`src/rtl/brfp_pkg.sv`:
```
// Package for the byte ring FIFO with peek: data width, operation and status codes.
`default_nettype none
package brfp_pkg;

  localparam int DATA_W = 8;

  typedef enum logic [2:0] {
    OP_PUSH   = 3'd0,
    OP_POP    = 3'd1,
    OP_PEEK   = 3'd2,
    OP_REWIND = 3'd3,
    OP_COMMIT = 3'd4,
    OP_SETOFF = 3'd5,
    OP_STATUS = 3'd6
  } op_t;

  typedef enum logic [1:0] {
    ST_OK      = 2'd0,
    ST_FULL    = 2'd1,
    ST_EMPTY   = 2'd2,
    ST_NO_PEEK = 2'd3
  } status_t;

endpackage
`default_nettype wire

```
`src/rtl/brfp_ram.sv`:
```
// Generic simple dual-port RAM with one write port and a registered read port.
`default_nettype none
module brfp_ram #(
  parameter int WIDTH = 8,
  parameter int DEPTH = 256,
  localparam int AW = (DEPTH > 1) ? $clog2(DEPTH) : 1
) (
  input  wire logic             clk,
  input  wire logic             we,
  input  wire logic [AW-1:0]    waddr,
  input  wire logic [WIDTH-1:0] wdata,
  input  wire logic             re,
  input  wire logic [AW-1:0]    raddr,
  output logic      [WIDTH-1:0] rdata
);

  logic [WIDTH-1:0] mem [DEPTH];

  always_ff @(posedge clk) begin
    if (we) begin
      mem[waddr] <= wdata;
    end
    if (re) begin
      rdata <= mem[raddr];
    end
  end

endmodule
`default_nettype wire

```
`src/rtl/byte_ring_fifo_with_peek_core.sv`:
```
// Top level of the byte ring FIFO with a peek cursor: pointer control and result register.
//
// One operation is taken per clock cycle (busy stays low) and its result appears on the
// result ports in the cycle after acceptance, for one cycle, marked by done; the
// receiver cannot stall it. That delay comes from the registered read of the byte
// store, which is read at the head for pop and at the cursor for peek. Pointers and counts
// live in flip-flops and are updated at the acceptance edge, so back-to-back operations,
// including a pop or peek of a byte pushed the cycle before, need no interlock. Writing
// the queue size empties the queue; write it only while no result is pending. Bytes of
// the store never pushed read as arbitrary values, which no operation sequence exposes.
`default_nettype none
module byte_ring_fifo_with_peek_core #(
  parameter int DEPTH = 256,
  localparam int AW = $clog2(DEPTH),
  localparam int CW = $clog2(DEPTH + 1)
) (
  input  wire logic          clk,
  input  wire logic          rst,
  input  wire logic          start,
  output logic               busy,
  input  wire logic [2:0]    operation,
  input  wire logic [7:0]    data_in,
  input  wire logic [CW-1:0] peek_offset,
  input  wire logic          cfg_we,
  input  wire logic [CW-1:0] cfg_data,
  output logic               done,
  output logic      [1:0]    status,
  output logic      [7:0]    data_out,
  output logic      [CW-1:0] byte_count,
  output logic      [CW-1:0] free_space,
  output logic               is_empty,
  output logic               peek_exhausted,
  output logic      [CW-1:0] peek_position
);

  localparam int RESET_SIZE = (DEPTH < 256) ? DEPTH : 256;

  logic [AW-1:0] head, head_next;
  logic [AW-1:0] tail, tail_next;
  logic [AW-1:0] cursor, cursor_next;
  logic [CW-1:0] held, held_next;
  logic [CW-1:0] unpeeked, unpeeked_next;
  logic [CW-1:0] qsize, qsize_next;

  logic                  accept;
  logic                  wr_en;
  logic                  rd_en;
  logic [AW-1:0]         rd_addr;
  logic [7:0]            rd_data;
  brfp_pkg::status_t     status_next;
  logic [CW-1:0]         off_clamp;
  logic [CW:0]           off_pos;

  logic              show_data;
  brfp_pkg::status_t status_q;

  function automatic logic [AW-1:0] advance(input logic [AW-1:0] idx,
                                            input logic [CW-1:0] size);
    logic [CW:0] n;
    n = (CW+1)'(idx) + (CW+1)'(1);
    return (n >= {1'b0, size}) ? '0 : AW'(n);
  endfunction

  assign busy   = 1'b0;
  assign accept = start && !busy;

  always_comb begin
    head_next     = head;
    tail_next     = tail;
    cursor_next   = cursor;
    held_next     = held;
    unpeeked_next = unpeeked;
    qsize_next    = qsize;
    status_next   = brfp_pkg::ST_OK;
    wr_en         = 1'b0;
    rd_en         = 1'b0;
    rd_addr       = head;
    off_clamp     = (peek_offset > held) ? held : peek_offset;
    off_pos       = (CW+1)'(head) + (CW+1)'(off_clamp);
    if (off_pos >= {1'b0, qsize}) begin
      off_pos = off_pos - {1'b0, qsize};
    end
    if (cfg_we) begin
      if (cfg_data == '0) begin
        qsize_next = CW'(1);
      end else if (cfg_data > CW'(DEPTH)) begin
        qsize_next = CW'(DEPTH);
      end else begin
        qsize_next = cfg_data;
      end
      head_next     = '0;
      tail_next     = '0;
      cursor_next   = '0;
      held_next     = '0;
      unpeeked_next = '0;
    end else if (accept) begin
      case (operation)
        brfp_pkg::OP_PUSH: begin
          if (held >= qsize) begin
            status_next = brfp_pkg::ST_FULL;
          end else begin
            wr_en         = 1'b1;
            tail_next     = advance(tail, qsize);
            held_next     = held + CW'(1);
            unpeeked_next = unpeeked + CW'(1);
          end
        end
        brfp_pkg::OP_POP: begin
          if (held == '0) begin
            status_next = brfp_pkg::ST_EMPTY;
          end else begin
            rd_en         = 1'b1;
            rd_addr       = head;
            head_next     = advance(head, qsize);
            cursor_next   = advance(head, qsize);
            held_next     = held - CW'(1);
            unpeeked_next = held - CW'(1);
          end
        end
        brfp_pkg::OP_PEEK: begin
          if (unpeeked == '0) begin
            status_next = brfp_pkg::ST_NO_PEEK;
          end else begin
            rd_en         = 1'b1;
            rd_addr       = cursor;
            cursor_next   = advance(cursor, qsize);
            unpeeked_next = unpeeked - CW'(1);
          end
        end
        brfp_pkg::OP_REWIND: begin
          cursor_next   = head;
          unpeeked_next = held;
        end
        brfp_pkg::OP_COMMIT: begin
          head_next = cursor;
          held_next = unpeeked;
        end
        brfp_pkg::OP_SETOFF: begin
          cursor_next   = AW'(off_pos);
          unpeeked_next = held - off_clamp;
        end
        default: begin
        end
      endcase
    end
  end

  always_ff @(posedge clk) begin
    if (rst) begin
      head     <= '0;
      tail     <= '0;
      cursor   <= '0;
      held     <= '0;
      unpeeked <= '0;
      qsize    <= CW'(RESET_SIZE);
      done     <= 1'b0;
    end else begin
      head     <= head_next;
      tail     <= tail_next;
      cursor   <= cursor_next;
      held     <= held_next;
      unpeeked <= unpeeked_next;
      qsize    <= qsize_next;
      done     <= accept;
    end
  end

  // result payload
  always_ff @(posedge clk) begin
    if (accept) begin
      status_q       <= status_next;
      show_data      <= rd_en;
      byte_count     <= held_next;
      free_space     <= qsize - held_next;
      is_empty       <= (held_next == '0);
      peek_exhausted <= (unpeeked_next == '0);
      peek_position  <= held_next - unpeeked_next;
    end
  end

  assign status   = status_q;
  assign data_out = show_data ? rd_data : 8'd0;

  brfp_ram #(
    .WIDTH (brfp_pkg::DATA_W),
    .DEPTH (DEPTH)
  ) u_store (
    .clk   (clk),
    .we    (wr_en),
    .waddr (tail),
    .wdata (data_in),
    .re    (rd_en),
    .raddr (rd_addr),
    .rdata (rd_data)
  );

  a_count_bound: assert property (@(posedge clk) disable iff (rst)
    held <= qsize && unpeeked <= held)
    else $error("byte count exceeds queue size or unpeeked exceeds count");

  a_result_follows: assert property (@(posedge clk) disable iff (rst)
    accept |=> done)
    else $error("accepted request produced no result");

  a_empty_flag: assert property (@(posedge clk) disable iff (rst)
    done |-> (is_empty == (byte_count == '0)) && (peek_position <= byte_count))
    else $error("result flags disagree with counts");

  a_full_free: assert property (@(posedge clk) disable iff (rst)
    (done && status == brfp_pkg::ST_FULL) |-> (free_space == '0))
    else $error("full status with free space left");

endmodule
`default_nettype wire

```
`config.mk`:
```
export PLATFORM = sky130hd
export DESIGN_NAME = byte_ring_fifo_with_peek_core
export DESIGN_NICKNAME = d
export VERILOG_FILES = /design/src/rtl/brfp_pkg.sv /design/src/rtl/brfp_ram.sv /design/src/rtl/byte_ring_fifo_with_peek_core.sv
export SDC_FILE = /design/constraint.sdc
export NUM_CORES = 2
export LEC_CHECK = 0
export BUFFER_PORTS_ARGS = -buffer_cell sky130_fd_sc_hd__buf_2
export CAP_MARGIN = 15
export CORE_UTILIZATION = 40
export DETAILED_ROUTE_END_ITERATION = 6
export PLACE_DENSITY = 0.55
export SYNTH_ARGS = -nofsm -noshare
export SYNTH_HDL_FRONTEND = slang
export SYNTH_SLANG_ARGS = --single-unit
```
`constraint.sdc`:
```
create_clock -name clk -period 15.72 [get_ports clk]
set_input_delay 1.572 -clock clk [delete_from_list [all_inputs] [get_ports clk]]
set_output_delay 1.572 -clock clk [all_outputs]
set_load 0.05 [all_outputs]
```
==> flow_metrics.py <==
metrics = {
    "critical_path": {
        "rr_endpoint": "u_store.rdata[1]",
        "critPathRequiredTime_ns": 16.36,
        "cp-end-kind": "register",
        "startpoint_type": "primary input",
        "regToRegStartpoint": "unpeeked[0]",
        "regToRegSetupSlack_ns": 8.82,
        "path_max_fanout": 111,
        "worstRegToRegCells": 15,
        "critPathArrivalTime_ns": 8.10,
        "worstSetupPathType": "primary input to register",
    },
    "timing": {
        "worstMarginPinSlew_ns": 1.33,
        "period_share_pct": 47.5,
        "slew_headroom_pct": 10.3,
        "hold_violations": 0,
        "setup_viol_count_final": 0,
        "fin_crit_ns": 7.47,
        "fin_ws_ns": 8.25,
        "rsz0062_at_grt": "no",
        "fin_skew_ns": 0.0811,
        "slew_viol_final": 0,
        "fin_setup_tns_ns": 0,
        "max_freq_mhz": 134,
    },
    "routing": {
        "drc_errors": 0,
        "firstDrtPassIters": 6,
        "vias": 57400,
        "vias_per_cell": 5.92,
        "postRouteAntennaNets": 0,
        "routed_wl_um": 289000,
        "dr.first_iter.drc_count": 7248,
        "post_drt_wl_per_cell_um": 29.9,
    },
    "synth": {
        "synthArstFlopShare_pct": 0,
        "yosysUniqueCellTypes": 80,
        "ys_seq_area_share_pct": 71.7,
        "synthesis.area_um2": 88900,
        "synth.net_count": 6664,
        "synth_warnings": 0,
        "synth_seq_cells": 2140,
        "synth-edff-count": 2088,
        "avgSynthCellArea_um2": 13.6,
        "synth-main-ff-cell": "edfxtp_1",
        "synth_cells": 6530,
    },
    "global_routing": {
        "grt_max_degree": 147,
        "grt_pass1_wl_um": 409000,
        "antenna_found_initial": 14,
        "overflow": 0,
        "grt_usage_pct": 25.4,
        "grt_pass1_vias": 54300,
    },
    "floorplanning": {
        "core-area_um2": 220000,
        "die_h_um": 474,
        "start_util_pct": 40.4,
        "die-area_um2": 224000,
        "ioPinCount": 74,
        "fp-row-count": 172,
        "die_w_um": 474,
    },
    "cts": {
        "clk_pin_slew_ns": 0.06,
        "hold_buffers": 0,
        "clk_latency_ns": 0.91,
        "cts_setup_buffers": 0,
        "clock-sinks": 2140,
        "cts_buffer_depth": 3,
        "h-tree-depth": 4,
        "ctsResizeCount": 0,
        "cts_tree": "yes",
        "cts-buffers-inserted": 214,
        "clockRootBuffer": "clkbuf_16",
    },
    "placement": {
        "port_buffers": 72,
        "pre_cts_ws_ns": 7.42,
        "gp_congestion": 0.920,
        "hpwl_um": 171000,
    },
    "layout": {
        "final_common_cell": "edfxtp_1",
        "fillerInstances": 19700,
        "multi_input_area_um2": 23400,
        "num-nets-final": 6682,
        "regArea_um2": 63700,
        "drive_above_1_share_pct": 8.58,
        "areaGrowthSynthToFinish_pct": 11.8,
        "mostFrequentLayoutCells": "edfxtp_1 (2,088), nand2_1 (1,189), a21oi_1 (467)",
        "fin_util_pct": 45.1,
    },
    "run_status": {
        "status": "finished, final reports clean",
    },
    "min_path": {
        "hold_path_class": "register to register",
        "min_to": "head[6]",
        "holdCritStartpoint": "cursor[6]",
        "hold_path_depth": 2,
    },
    "pwr": {
        "p_leak_nw": 33.7,
        "power_density_nw_per_um2": 118,
        "vdd_drop_max_uv": 92.5,
    },
    "run": {
        "maxCapViolations": 0,
    },
}
==> synth_stat cells (all sizes together), types with 11 or more instances <==
| master | number | area, um2 |
|---|---|---|
| o221ai | 44 | 385 |
| xnor2 | 39 | 342 |
| xor2 | 19 | 166 |
| edfxtp | 2088 | 62700 |
| mux4 | 36 | 811 |
| nand3 | 229 | 1150 |
| a211oi | 33 | 248 |
| and2 | 18 | 113 |
| mux2i | 411 | 4120 |
| o22ai | 174 | 1090 |
| nor2b | 30 | 188 |
| nor2 | 386 | 1450 |
| o31ai | 11 | 82.6 |
| clkbuf | 186 | 698 |
| and3 | 28 | 175 |
| a2111oi | 43 | 377 |
| nor3 | 91 | 455 |
| or3 | 18 | 113 |
| a311oi | 32 | 298 |
| dfxtp | 52 | 1040 |
| nor4 | 128 | 801 |
| a21boi | 13 | 97.6 |
| a21oi | 468 | 2340 |
| o21ai | 86 | 430 |
| nand4 | 23 | 144 |
| buf | 218 | 1070 |
| nand2 | 1208 | 4540 |
| ha | 96 | 1200 |
| inv | 70 | 263 |
| nand2b | 17 | 106 |
| a221oi | 16 | 140 |
| a31oi | 32 | 200 |
| or4 | 15 | 113 |
| a21o | 44 | 330 |
| o41ai | 12 | 113 |
==> worst max-delay path, stage by stage <==
cell	delay (ns)
buf_2	0.22
or3b_1	0.64
a311oi_4	0.35
buf_4	0.46
mux2i_4	0.33
buf_12	0.47
buf_4	0.50
buf_12	0.50
mux4_2	0.59
a2111oi_0	0.50
nor3_1	0.13
nor4_1	0.91
o2111ai_1	0.22
or4_1	0.52
==> report_power, final <==
group / leakage (nW) / internal (mW) / switching [mW]
clock network: 3.21 / 2.67 / 2.25
registers: 19.2 / 6.27 / 0.0115
logic: 11.3 / 0.133 / 0.371
==> registers in the layout, indices dropped and copies added (netlist names) <==
register        count
u_store.mem      2048
qsize               9
peek_exhausted      1
status              2
head                8
show_data           1
tail                8
done                1
u_store.rdata       8
byte_count          9
unpeeked            9
is_empty            1
free_space          9
peek_position       9
cursor              8
held                9
==> stage by stage <==
| stage | cells | cell area, um2 | total power, mW | hold WS [ns] |
|---|---|---|---|---|
| floorplan | 6530 | 88900 | 6.67 | 0.494 |
| global placement | 9281 | 92700 | 6.90 | 0.524 |
| detailed placement | 9287 | 92700 | 6.91 | 0.529 |
| CTS | 9682 | 99400 | 11.7 | 0.541 |
| global route | 9686 | 99400 | 12.0 | 0.585 |
| finish | 9689 | 99400 | 11.7 | 0.554 |
==> how the worst max path moves through the flow <==
stage                         from          endpoint  slack [ns]  cells after the start
finish                operation[1]  u_store.rdata[1]        8.25                     14
global route          operation[1]  u_store.rdata[1]        8.16                     17
CTS                   operation[1]  u_store.rdata[1]        8.38                     14
detailed placement    operation[1]  u_store.rdata[1]        7.42                     14
global placement      operation[1]  u_store.rdata[7]        7.25                     17
floorplan           peek_offset[2]  peek_position[8]        9.04                     29
==> layout make-up <==
class                   instances  area share, %
diodes                          4         0.0101
flip-flops and latches       2140           64.1
multi-input cells            3913           23.6
clock inverters               112           1.05
well taps                    2958           3.72
repair buffers                206           1.58
clock buffers                 283           5.66
inverters                      73          0.276
==> routing by layer <==
metal / track usage (%) / routed length (um) / part of all wire, %
met3: 4.24 / 24400 / 8.4
met2: 39.1 / 131000 / 45
met1: 36.1 / 123000 / 42
met4: 9.43 / 10800 / 3.7
met5: 0 / 108 / 0.037
==> logic make-up after synthesis <==
family                     count (synthesis)  share of synthesized area [%]
other                                      1                        0.00422
DFF                                     2140                           71.7
xor gates and xnor gates                  58                          0.571
buffers and inverters                    477                           2.30
muxes                                    454                           5.63
AOI/OAI and AO/OA                       1086                           7.66
and+or+nand+nor                         2213                           10.7
adders and majority gates                101                           1.46
No activity file was read; power rests on OpenSTA's default activity.
